==> src/agw_pkg.sv <==
package agw_pkg;

    localparam int KIND_W = 2;
    localparam int VERT_W = 5;

    typedef logic [KIND_W-1:0] kind_t;
    typedef logic [VERT_W-1:0] vert_t;

    localparam kind_t KIND_ADD       = 2'd0;
    localparam kind_t KIND_REMOVE    = 2'd1;
    localparam kind_t KIND_WALK      = 2'd2;
    localparam kind_t KIND_TRANSPOSE = 2'd3;

endpackage

==> src/agw_if.sv <==
interface agw_in_if import agw_pkg::*; ();
    logic  valid;
    logic  ready;
    kind_t kind;
    vert_t first_vertex;
    vert_t second_vertex;

    modport source (output valid, output kind, output first_vertex, output second_vertex,
                    input ready);
    modport sink (input valid, input kind, input first_vertex, input second_vertex,
                  output ready);
endinterface

interface agw_out_if import agw_pkg::*; ();
    logic  valid;
    logic  ready;
    vert_t vertex;
    logic  is_visit;
    logic  last;

    modport source (output valid, output vertex, output is_visit, output last,
                    input ready);
    modport sink (input valid, input vertex, input is_visit, input last,
                  output ready);
endinterface

==> src/agw_ram.sv <==
module agw_ram #(
    parameter int WIDTH = 32,
    parameter int DEPTH = 32
) (
    input  logic                     clk,
    input  logic                     we,
    input  logic [$clog2(DEPTH)-1:0] waddr,
    input  logic [WIDTH-1:0]         wdata,
    input  logic                     re,
    input  logic [$clog2(DEPTH)-1:0] raddr,
    output logic [WIDTH-1:0]         rdata
);

    logic [WIDTH-1:0] store_reg [DEPTH];
    logic [WIDTH-1:0] rdata_reg;

    always_ff @(posedge clk)
    begin
        if (we)
        begin
            store_reg[waddr] <= wdata;
        end
        if (re)
        begin
            rdata_reg <= store_reg[raddr];
        end
    end

    assign rdata = rdata_reg;

endmodule

==> src/adjacency_matrix_graph_walk.sv <==
// Channel  Direction  Payload                              Handshake
// req      in         kind, first_vertex, second_vertex    valid/ready
// rsp      out        vertex, is_visit, last               valid/ready
//
// After reset a clearing pass writes zero to every matrix row, during which req.ready
// stays low. Add edge reads two rows and writes them back with the edge bits set,
// transpose toggles the row flip, remove vertex clears its row and column in one
// row sweep. One item at a time: a walk pushes the start vertex on a serial stack,
// and for each popped vertex reads its row, pushes its unvisited neighbors, emits it.
// A stalled rsp holds the walk; req is taken again once the final result is loaded.
module adjacency_matrix_graph_walk import agw_pkg::*; #(
    parameter int NODES = 32
) (
    input  logic      clk,
    input  logic      rst_n,
    agw_in_if.sink    req,
    agw_out_if.source rsp
);

    localparam int VW = $clog2(NODES);
    localparam int DW = VW + 1;
    localparam int CW = ((VERT_W > DW) ? VERT_W : DW) + 1;

    localparam logic [CW-1:0]    NODES_C    = CW'(NODES);
    localparam logic [DW-1:0]    DEPTH_FULL = DW'(NODES);
    localparam logic [NODES-1:0] BIT0       = NODES'(1);

    localparam logic [3:0] S_INIT = 4'd0;
    localparam logic [3:0] S_IDLE = 4'd1;
    localparam logic [3:0] S_ADD  = 4'd2;
    localparam logic [3:0] S_CLR  = 4'd3;
    localparam logic [3:0] S_ACK  = 4'd4;
    localparam logic [3:0] S_POP  = 4'd5;
    localparam logic [3:0] S_WRD  = 4'd6;
    localparam logic [3:0] S_LOAD = 4'd7;
    localparam logic [3:0] S_SCAN = 4'd8;
    localparam logic [3:0] S_EMIT = 4'd9;

    logic [3:0]       state_reg, state_next;
    logic             flip_reg, flip_next;
    logic [VW-1:0]    a_reg, a_next;
    logic [VW-1:0]    b_reg, b_next;
    logic [DW-1:0]    sweep_reg, sweep_next;
    logic             pend_reg, pend_next;
    logic [VW-1:0]    pend_idx_reg, pend_idx_next;
    logic [DW-1:0]    depth_reg, depth_next;
    logic [VW-1:0]    cur_reg, cur_next;
    logic [NODES-1:0] visited_reg, visited_next;
    logic [NODES-1:0] cand_reg, cand_next;
    logic             out_valid_reg, out_valid_next;
    vert_t            out_vertex_reg, out_vertex_next;
    logic             out_visit_reg, out_visit_next;
    logic             out_last_reg, out_last_next;

    logic             mat_re, mat_we;
    logic [VW-1:0]    raddr0, raddr1, waddr0, waddr1;
    logic [NODES-1:0] wdata0, wdata1, q0, q1, row_a;

    logic             stk_we, stk_re;
    logic [VW-1:0]    stk_waddr, stk_raddr, stk_wdata, stk_q;

    logic [VW-1:0]    fv, sv;
    logic             fv_ok, sv_ok, slot_free;
    logic             load_ack, load_visit;
    logic [VW-1:0]    low_idx;
    logic [NODES-1:0] low_bit;
    logic [DW-1:0]    depth_dec;

    agw_ram #(.WIDTH(NODES), .DEPTH(NODES)) u_mat0 (
        .clk   (clk),
        .we    (mat_we),
        .waddr (waddr0),
        .wdata (wdata0),
        .re    (mat_re),
        .raddr (raddr0),
        .rdata (q0)
    );

    agw_ram #(.WIDTH(NODES), .DEPTH(NODES)) u_mat1 (
        .clk   (clk),
        .we    (mat_we),
        .waddr (waddr1),
        .wdata (wdata1),
        .re    (mat_re),
        .raddr (raddr1),
        .rdata (q1)
    );

    agw_ram #(.WIDTH(VW), .DEPTH(NODES)) u_stack (
        .clk   (clk),
        .we    (stk_we),
        .waddr (stk_waddr),
        .wdata (stk_wdata),
        .re    (stk_re),
        .raddr (stk_raddr),
        .rdata (stk_q)
    );

    assign fv        = VW'(req.first_vertex);
    assign sv        = VW'(req.second_vertex);
    assign fv_ok     = CW'(req.first_vertex) < NODES_C;
    assign sv_ok     = CW'(req.second_vertex) < NODES_C;
    assign slot_free = !out_valid_reg || rsp.ready;
    assign row_a     = flip_reg ? q1 : q0;
    assign low_bit   = cand_reg & (~cand_reg + BIT0);
    assign depth_dec = depth_reg - DW'(1);

    always_comb
    begin
        low_idx = '0;
        for (int k = NODES - 1; k >= 0; k--)
        begin
            if (cand_reg[k])
            begin
                low_idx = VW'(k);
            end
        end
    end

    assign req.ready = (state_reg == S_IDLE);

    always_comb
    begin
        state_next    = state_reg;
        flip_next     = flip_reg;
        a_next        = a_reg;
        b_next        = b_reg;
        sweep_next    = sweep_reg;
        pend_next     = pend_reg;
        pend_idx_next = pend_idx_reg;
        depth_next    = depth_reg;
        cur_next      = cur_reg;
        visited_next  = visited_reg;
        cand_next     = cand_reg;
        mat_re        = 1'b0;
        mat_we        = 1'b0;
        raddr0        = '0;
        raddr1        = '0;
        waddr0        = '0;
        waddr1        = '0;
        wdata0        = '0;
        wdata1        = '0;
        stk_we        = 1'b0;
        stk_re        = 1'b0;
        stk_waddr     = '0;
        stk_raddr     = '0;
        stk_wdata     = '0;
        load_ack      = 1'b0;
        load_visit    = 1'b0;

        case (state_reg)
            S_INIT:
            begin
                if (sweep_reg != DEPTH_FULL)
                begin
                    mat_we     = 1'b1;
                    waddr0     = sweep_reg[VW-1:0];
                    waddr1     = sweep_reg[VW-1:0];
                    sweep_next = sweep_reg + DW'(1);
                end
                else
                begin
                    state_next = S_IDLE;
                end
            end
            S_IDLE:
            begin
                if (req.valid)
                begin
                    case (req.kind)
                        KIND_ADD:
                        begin
                            if (fv_ok && sv_ok)
                            begin
                                mat_re     = 1'b1;
                                raddr0     = flip_reg ? sv : fv;
                                raddr1     = flip_reg ? fv : sv;
                                a_next     = fv;
                                b_next     = sv;
                                state_next = S_ADD;
                            end
                            else
                            begin
                                state_next = S_ACK;
                            end
                        end
                        KIND_REMOVE:
                        begin
                            if (fv_ok)
                            begin
                                a_next     = fv;
                                sweep_next = '0;
                                pend_next  = 1'b0;
                                state_next = S_CLR;
                            end
                            else
                            begin
                                state_next = S_ACK;
                            end
                        end
                        KIND_WALK:
                        begin
                            if (fv_ok)
                            begin
                                stk_we       = 1'b1;
                                stk_waddr    = '0;
                                stk_wdata    = fv;
                                depth_next   = DW'(1);
                                visited_next = BIT0 << fv;
                                state_next   = S_POP;
                            end
                            else
                            begin
                                state_next = S_ACK;
                            end
                        end
                        default:
                        begin
                            flip_next  = !flip_reg;
                            state_next = S_ACK;
                        end
                    endcase
                end
            end
            S_ADD:
            begin
                mat_we     = 1'b1;
                waddr0     = flip_reg ? b_reg : a_reg;
                wdata0     = q0 | (BIT0 << (flip_reg ? a_reg : b_reg));
                waddr1     = flip_reg ? a_reg : b_reg;
                wdata1     = q1 | (BIT0 << (flip_reg ? b_reg : a_reg));
                state_next = S_ACK;
            end
            S_CLR:
            begin
                if (sweep_reg != DEPTH_FULL)
                begin
                    mat_re     = 1'b1;
                    raddr0     = sweep_reg[VW-1:0];
                    raddr1     = sweep_reg[VW-1:0];
                    sweep_next = sweep_reg + DW'(1);
                end
                pend_next     = (sweep_reg != DEPTH_FULL);
                pend_idx_next = sweep_reg[VW-1:0];
                if (pend_reg)
                begin
                    mat_we = 1'b1;
                    waddr0 = pend_idx_reg;
                    waddr1 = pend_idx_reg;
                    wdata0 = (pend_idx_reg == a_reg) ? '0 : (q0 & ~(BIT0 << a_reg));
                    wdata1 = (pend_idx_reg == a_reg) ? '0 : (q1 & ~(BIT0 << a_reg));
                end
                if (!pend_reg && (sweep_reg == DEPTH_FULL))
                begin
                    state_next = S_ACK;
                end
            end
            S_ACK:
            begin
                if (slot_free)
                begin
                    load_ack   = 1'b1;
                    state_next = S_IDLE;
                end
            end
            S_POP:
            begin
                stk_re     = 1'b1;
                stk_raddr  = depth_dec[VW-1:0];
                depth_next = depth_dec;
                state_next = S_WRD;
            end
            S_WRD:
            begin
                cur_next   = stk_q;
                mat_re     = 1'b1;
                raddr0     = stk_q;
                raddr1     = stk_q;
                state_next = S_LOAD;
            end
            S_LOAD:
            begin
                cand_next  = row_a & ~visited_reg;
                state_next = S_SCAN;
            end
            S_SCAN:
            begin
                if (cand_reg != '0)
                begin
                    stk_we       = 1'b1;
                    stk_waddr    = depth_reg[VW-1:0];
                    stk_wdata    = low_idx;
                    depth_next   = depth_reg + DW'(1);
                    visited_next = visited_reg | low_bit;
                    cand_next    = cand_reg & ~low_bit;
                end
                else
                begin
                    state_next = S_EMIT;
                end
            end
            S_EMIT:
            begin
                if (slot_free)
                begin
                    load_visit = 1'b1;
                    state_next = (depth_reg == '0) ? S_IDLE : S_POP;
                end
            end
            default:
            begin
                state_next = S_IDLE;
            end
        endcase
    end

    always_comb
    begin
        out_vertex_next = out_vertex_reg;
        out_visit_next  = out_visit_reg;
        out_last_next   = out_last_reg;
        if (load_ack)
        begin
            out_vertex_next = '0;
            out_visit_next  = 1'b0;
            out_last_next   = 1'b1;
        end
        else if (load_visit)
        begin
            out_vertex_next = VERT_W'(cur_reg);
            out_visit_next  = 1'b1;
            out_last_next   = (depth_reg == '0);
        end

        if (load_ack || load_visit)
        begin
            out_valid_next = 1'b1;
        end
        else if (rsp.ready)
        begin
            out_valid_next = 1'b0;
        end
        else
        begin
            out_valid_next = out_valid_reg;
        end
    end

    always_ff @(posedge clk or negedge rst_n)
    begin
        if (!rst_n)
        begin
            state_reg     <= S_INIT;
            flip_reg      <= 1'b0;
            sweep_reg     <= '0;
            pend_reg      <= 1'b0;
            depth_reg     <= '0;
            visited_reg   <= '0;
            out_valid_reg <= 1'b0;
        end
        else
        begin
            state_reg     <= state_next;
            flip_reg      <= flip_next;
            sweep_reg     <= sweep_next;
            pend_reg      <= pend_next;
            depth_reg     <= depth_next;
            visited_reg   <= visited_next;
            out_valid_reg <= out_valid_next;
        end
    end

    always_ff @(posedge clk)
    begin
        a_reg          <= a_next;
        b_reg          <= b_next;
        pend_idx_reg   <= pend_idx_next;
        cur_reg        <= cur_next;
        cand_reg       <= cand_next;
        out_vertex_reg <= out_vertex_next;
        out_visit_reg  <= out_visit_next;
        out_last_reg   <= out_last_next;
    end

    assign rsp.valid    = out_valid_reg;
    assign rsp.vertex   = out_vertex_reg;
    assign rsp.is_visit = out_visit_reg;
    assign rsp.last     = out_last_reg;

endmodule

==> src/flat_wrapper.sv <==
// flat-port wrapper written by rule: the top's interface ports become plain ports
module adjacency_matrix_graph_walk_flat import agw_pkg::*;
#(
    parameter int NODES = 32
)
  (clk, rst_n, req_valid, req_kind, req_first_vertex, req_second_vertex, req_ready, rsp_valid, rsp_vertex, rsp_is_visit, rsp_last, rsp_ready);
  agw_in_if req_i ();
  agw_out_if rsp_i ();
  input  logic clk;
  input  logic rst_n;
  input wire logic [$bits(req_i.valid)-1:0] req_valid;
  input wire logic [$bits(req_i.kind)-1:0] req_kind;
  input wire logic [$bits(req_i.first_vertex)-1:0] req_first_vertex;
  input wire logic [$bits(req_i.second_vertex)-1:0] req_second_vertex;
  output wire logic [$bits(req_i.ready)-1:0] req_ready;
  output wire logic [$bits(rsp_i.valid)-1:0] rsp_valid;
  output wire logic [$bits(rsp_i.vertex)-1:0] rsp_vertex;
  output wire logic [$bits(rsp_i.is_visit)-1:0] rsp_is_visit;
  output wire logic [$bits(rsp_i.last)-1:0] rsp_last;
  input wire logic [$bits(rsp_i.ready)-1:0] rsp_ready;
  assign req_i.valid = req_valid;
  assign req_i.kind = req_kind;
  assign req_i.first_vertex = req_first_vertex;
  assign req_i.second_vertex = req_second_vertex;
  assign req_ready = req_i.ready;
  assign rsp_valid = rsp_i.valid;
  assign rsp_vertex = rsp_i.vertex;
  assign rsp_is_visit = rsp_i.is_visit;
  assign rsp_last = rsp_i.last;
  assign rsp_i.ready = rsp_ready;
  adjacency_matrix_graph_walk #(.NODES(NODES)) u_core (.clk(clk), .rst_n(rst_n), .req(req_i), .rsp(rsp_i));
endmodule
==> config.mk <==
export PLATFORM = sky130hd
export DESIGN_NAME = adjacency_matrix_graph_walk_flat
export DESIGN_NICKNAME = d
export VERILOG_FILES = /design/src/agw_pkg.sv /design/src/agw_if.sv /design/src/agw_ram.sv /design/src/adjacency_matrix_graph_walk.sv /design/src/flat_wrapper.sv
export SDC_FILE = /design/constraint.sdc
export NUM_CORES = 2
export LEC_CHECK = 0
export BUFFER_PORTS_ARGS = -buffer_cell sky130_fd_sc_hd__buf_2
export CORE_MARGIN = 1.5
export CORE_UTILIZATION = 67
export CTS_CLUSTER_DIAMETER = 200
export DETAILED_ROUTE_END_ITERATION = 12
export PLACE_DENSITY_LB_ADDON = 0.08
export SLEW_MARGIN = 5
export SYNTH_ARGS = -nofsm -noshare
export SYNTH_HDL_FRONTEND = slang
export SYNTH_SLANG_ARGS = --single-unit
==> constraint.sdc <==
create_clock -name clk -period 7.6 [get_ports clk]
set_input_delay 1.52 -clock clk [delete_from_list [all_inputs] [get_ports clk]]
set_output_delay 1.52 -clock clk [all_outputs]
set_load 0.1 [all_outputs]
# Word-level counts from Yosys, hierarchy flattened
# Memory sizes are Yosys's and may differ from the RTL's. A register that Yosys moved wholly into a read port is not among the register bits.
# Index checks and enable logic that the tools add are counted.
# W data, S select, Z words.
dict set report word_totals {
  regBits 110
  out_inout_bits 9
  inputBits 16
  n_memories 3
  ramBits 2208
}
# name depth width rd rd_clocked_by_memory_dff write_ports line_no
set mem_list {}
lappend mem_list {u_core.u_mat0.store_reg 32 32 1 1 1 agw_ram.sv:14} ;# logic [WIDTH-1:0] store_reg [DEPTH];
lappend mem_list {u_core.u_mat1.store_reg 32 32 1 1 1 agw_ram.sv:14}
lappend mem_list {u_core.u_stack.store_reg 32 5 1 1 1 agw_ram.sv:14}
dict set report op_classes {
  add_sub_neg 4
  shift 4
  n_eq_ne 24
  n_bitwise 13
  reduce_logical 28
  n_mux 106
}
# cell n
set op_table {}
lappend op_table {{$mux W32} 9}
lappend op_table {{$pmux W32 S2} 4}
lappend op_table {{$mux W5} 48}
lappend op_table {{$and A32 B32 Y32} 5}
lappend op_table {{$not A32 Y32} 4}
lappend op_table {{$shl A1 B5 Y32 const A} 4}
lappend op_table {{$or A32 B32 Y32} 3}
lappend op_table {{$pmux W5 S3} 4}
lappend op_table {{$pmux W4 S10} 1}
lappend op_table {{$mux W6} 6}
lappend op_table {{$add A32 B1 Y32 const B} 1}
lappend op_table {{$reduce_bool A32 Y1} 1}
lappend op_table {{$mux W4} 6}
lappend op_table {{$mux W1} 19}
lappend op_table {{$pmux W6 S3} 1}
lappend op_table {{$eq A4 B3 Y1 const B} 4}
lappend op_table {{$ne A2 B1 Y1 const B} 7}
lappend op_table {{$add A6 B1 Y6 const B} 2}
lappend op_table {{$pmux W6 S2} 1}
lappend op_table {{$reduce_and A3 Y1} 4}
lappend op_table {{$reduce_and A4 Y1} 3}
lappend op_table {{$pmux W5 S2} 1}
lappend op_table {{$reduce_bool A2 Y1} 5}
lappend op_table {{$pmux W3 S3} 1}
lappend op_table {{25 further kinds} 35}

# Depth between registers and ports, before layout
dict set report logic_depth {
  depth_word 34
  mapped_depth 15
}

# Cells and area by module
# From an unflattened synthesis, not the netlist that was laid out.
dict set report unflattened {
  hier_cells 5801
  area_unflattened_um2 96279.8
}
# module area_each_um2 instances cells_each seq_area_each_um2
set by_module_without_submodules {}
lappend by_module_without_submodules {{agw_ram (u_core.u_mat0 ...)} 40812.9 2 2260 31710.4}
lappend by_module_without_submodules {adjacency_matrix_graph_walk 8259.2 1 1004 2977.9}
lappend by_module_without_submodules {{agw_ram (u_core.u_stack)} 6394.9 1 277 4954.8}

# Worst setup path before layout
# Ideal clock, no wire load.
dict set report synth_timing {
  path_kind {register to register}
  from {register u_core.flip_reg}
  to {memory u_core.u_mat1.store_reg[28][0], enable pin}
  n_path_buf 4
  t_arrival_ns 4.459
  setup_ns 0.461
  slack_ns 2.680
  path_stages_with_launch 9
  t_required_ns 7.139
  cell_sequence {dfrtp_1 > clkbuf_1 > buf_2 > buf_1 > clkbuf_1 > mux2i_1 > o21ai_1 > nand3_1 > nor3_1}
}
dict set report synth_between {
  elab_chain_cells 2
}
# element line_no
set synth_lines {}
lappend synth_lines {{start, declared} adjacency_matrix_graph_walk.sv:40} ;# logic flip_reg, flip_next;
lappend synth_lines {{start signal, assigned} adjacency_matrix_graph_walk.sv:364} ;# flip_reg <= flip_next;
lappend synth_lines {{$mux W5} adjacency_matrix_graph_walk.sv:230} ;# waddr1 = flip_reg ? a_reg : b_reg;
lappend synth_lines {{$pmux W5 S3} adjacency_matrix_graph_walk.sv:151} ;# case (state_reg)
lappend synth_lines {{end, declared} agw_ram.sv:14}
# No other way between the ends.

# Final worst setup path
dict set report layout_timing {
  from {register u_core.state_reg[0]}
  to {memory u_core.u_mat0.store_reg[3][7], enable pin}
}
dict set report layout_between {
  elab_chain_cells 4
}
# element line_no
set layout_lines {}
lappend layout_lines {{start, declared} adjacency_matrix_graph_walk.sv:39} ;# logic [3:0] state_reg, state_next;
lappend layout_lines {{start signal, assigned} adjacency_matrix_graph_walk.sv:363} ;# state_reg <= state_next;
lappend layout_lines {{$eq A4 B2 Y1 / $logic_not A4 Y1 (equally long branches)} adjacency_matrix_graph_walk.sv:151}
lappend layout_lines {{$pmux W1 S3} adjacency_matrix_graph_walk.sv:151}
lappend layout_lines {{$mux W1} agw_ram.sv:19} ;# if (we)
lappend layout_lines {{$mux W1 (implied by the code)} agw_ram.sv:21} ;# store_reg[waddr] <= wdata;
lappend layout_lines {{end, declared} agw_ram.sv:14}
# Parallel ways exist; a longest one is shown, timed or not.

==> results.py <==
metrics = {
    "clocking": {
        "postCtsSetupBuffers": 0,
        "cts_max_level": 4,
        "hold_buffers": 0,
        "cts_tree": "yes",
        "clkTransAtPathRegs_ps": 60,
        "cts-root-buf": "clkbuf_16",
        "clk_latency_ps": 870,
        "post_cts_resized": 0,
        "clk_path_buf_depth": 3,
        "numCtsBuffers": 224,
        "cts.sinks": 2387,
    },
    "floorplan": {
        "die_h_um": 380,
        "top_level_ports": 25,
        "core-area_mm2": 0.141,
        "die_width_um": 380,
        "start_util_pct": 67.4,
        "rows": 138,
        "dieArea_mm2": 0.144,
    },
    "power": {
        "p_int_w": 0.0251,
        "power_density_mw_per_mm2": 345,
        "p_sw_w": 0.0114,
        "comb_power_share_pct": 23.4,
        "p_leak_nw": 34.7,
        "switching_share_pct": 31.2,
        "vdd_ir_drop_max_mv": 0.289,
        "p_seq_share_pct": 46.1,
        "p_clk_share_pct": 30.5,
    },
    "routing": {
        "drt_iter0_markers": 7899,
        "drt_drc_violations_left": 0,
        "ant_nets": 0,
        "post_drt_wl_per_cell_um": 30.0,
        "avgViaCountPerCell": 6.87,
        "via_count": 55700,
        "drt-total-wl_um": 243000,
        "firstDrtPassIters": 6,
    },
    "worst_setup_path": {
        "worstReg2RegStart": "u_core.state_reg[0]",
        "crit_path_start_kind": "flop",
        "r2r_cells": 8,
        "critPathMaxFanout": 28,
        "r2r_setup_slack_ps": 2250,
        "arrival_ps": 5910,
        "r2r_end": "u_core.u_mat0.store_reg[3][7]",
        "critPathCaptureType": "flop",
        "worstSetupPathType": "reg2reg",
        "crit_required_ps": 8160,
    },
    "logic_synthesis": {
        "netlist.top_cell.by_area": "edfxtp_1",
        "yosysMostFrequentCell": "edfxtp_1",
        "synth-main-ff-cell": "edfxtp_1",
        "ys_async_sr_fraction_pct": 2.14,
        "yosys_warnings": 0,
        "yosysTopAreaCellShare_pct": 73.6,
        "netlist_instances": 5952,
        "netlist_top_cells_area": "edfxtp_1 (74%), mux4_2 (6.6%), nand2_1 (4.2%)",
        "ys_seq_area_share_pct": 75.1,
        "synth_cell_types": 75,
        "synth_edf_count": 2329,
        "synth_common_cells": "edfxtp_1 (2,329), nand2_1 (1,054), nand3_1 (360)",
        "syn_avg_cell_area_um2": 16.0,
        "synth_nets": 5977,
        "ys_seq_elements": 2387,
        "synth_area_mm2": 0.0950,
    },
    "timing": {
        "max_freq_mhz": 187,
        "relSlewSlack_pct": 4.12,
        "fin_setup_tns_ps": 0,
        "finalSetupViolCount": 0,
        "slew_viol_final": 0,
        "min_period_ps": 5350,
        "rsz0062_at_grt": "no",
        "hold_viol_final": 0,
        "fin_skew_ps": 29.4,
        "fin_crit_sh_pct": 70.4,
        "worst_slew_pin_slew_ps": 1440,
    },
    "worst_hold_path": {
        "hold_class": "reg2reg",
        "min_from": "u_core.u_stack.rdata[1]",
        "min_delay_path_depth": 0,
        "whs_endpoint": "u_core.cur_reg[1]",
    },
    "cells_and_area": {
        "utilization_pct": 75.0,
        "drive_gt1_share_pct": 16.1,
        "area_growth_pct": 11.3,
        "final_nets": 6054,
    },
    "grt": {
        "antenna_found_initial": 3,
        "grt_max_degree": 106,
        "grt_first_pass_wirelength_um": 358000,
        "overflow": 0,
        "grt_pass1_vias": 54100,
        "grt_use_total_pct": 33.9,
    },
    "place": {
        "dp_hpwl_um": 142000,
        "port_buffers": 24,
        "gp_congestion": 0.926,
    },
    "outcome": {
        "outcome": "finished clean",
    },
    "flow_run": {
        "maxCapViolCount": 0,
    },
}
## power groups by stage
stage               sequential, W  combinational, W  clock (W)
floorplan                  0.0168           0.00539          0
global placement           0.0170           0.00820          0
detailed placement         0.0171           0.00836          0
CTS                        0.0168           0.00842     0.0112
global route               0.0169           0.00903     0.0117
finish                     0.0168           0.00854     0.0111
## cell usage in the layout (no fill, tap or decap), types with 16 or more instances in the layout
cell and instances:
a211oi_1 18, a21oi_1 159, a221oi_1 65, a22oi_1 144
a31oi_1 149, and3_1 72, buf_2 24, buf_4 164
bufinv_16 23, clkbuf_1 40, clkbuf_16 227, clkinv_1 44
clkinv_2 57, dfrtp_1 50, edfxtp_1 2329, inv_1 23
mux2i_1 207, mux4_2 277, nand2_1 1054, nand3_1 360
nor2_1 148, nor2_2 68, nor2_4 68, nor3_1 26
o2111ai_1 64, o21ai_0 48, o31ai_1 16, o32ai_1 23
## layout make-up
type | instances | area (um^2)
Sequential cell | 2387 | 71400
Timing Repair Buffer | 203 | 1650
Inverter | 25 | 93.8
Antenna cell | 2 | 5.00
Tap cell | 1890 | 2360
Fill cell | 8111 | 35300
Clock inverter | 145 | 1460
Clock buffer | 267 | 5830
Multi-Input combinational cell | 3188 | 23000
## worst max-delay path by stage
| stage | start | to | slack [ps] | cells after the start |
|---|---|---|---|---|
| 6_report | u_core.state_reg[0] | u_core.u_mat0.store_reg[3][7] | 2250 | 8 |
| 5_1_grt | u_core.state_reg[0] | u_core.u_mat0.store_reg[3][2] | 2150 | 8 |
| 4_1_cts | u_core.state_reg[0] | u_core.u_mat0.store_reg[3][27] | 2430 | 8 |
| 3_5_place_dp | req_kind[0] | u_core.u_mat0.rdata[2] | 2040 | 11 |
| 3_3_place_gp | req_kind[0] | u_core.u_mat1.rdata[10] | 2260 | 12 |
| 2_1_floorplan | u_core.flip_reg | u_core.u_mat1.store_reg[28][0] | 2680 | 8 |
## critical path: stages (launching register included)
cell and delay [ps]:
dfrtp_1 680, or2_2 510, nor3_1 570, and2_1 300, a22oi_1 230, o21ai_1 460
nand2_1 650, nor2_4 1230, buf_4 390
## kinds of logic after synthesis
logic type / Yosys count / synth area share [%]
AO/OA/AOI/OAI: 754 / 5.47
buffers and inverters: 377 / 1.65
AND/OR/NAND/NOR: 1918 / 8.68
multiplexers: 498 / 8.91
adder cells (fa/ha/maj): 9 / 0.119
XOR/XNOR: 9 / 0.0829
flip-flops: 2387 / 75.1
## per-layer routing
layer,GRT usage [%],vias to the layer above,share of wire [%]
met5,0,-,0.011
li1,-,23400,-
met3,6.90,485,11
met1,50.2,28300,39
met2,51.7,3570,47
met4,10.9,4,3.1
## metrics by stage
| step | cells | setup WS, ps | total power (W) | area (um^2) | hold slack (ps) |
|---|---|---|---|---|---|
| after floorplan | 5952 | 2680 | 0.0221 | 95000 | 419 |
| after global placement | 7693 | 2260 | 0.0252 | 98400 | 434 |
| after detailed placement | 7693 | 2040 | 0.0254 | 98400 | 428 |
| after CTS | 8105 | 2430 | 0.0364 | 106000 | 457 |
| after global routing | 8105 | 2150 | 0.0376 | 106000 | 466 |
| final | 8107 | 2250 | 0.0365 | 106000 | 457 |
Note: power is estimated with default switching activity, not from simulation.
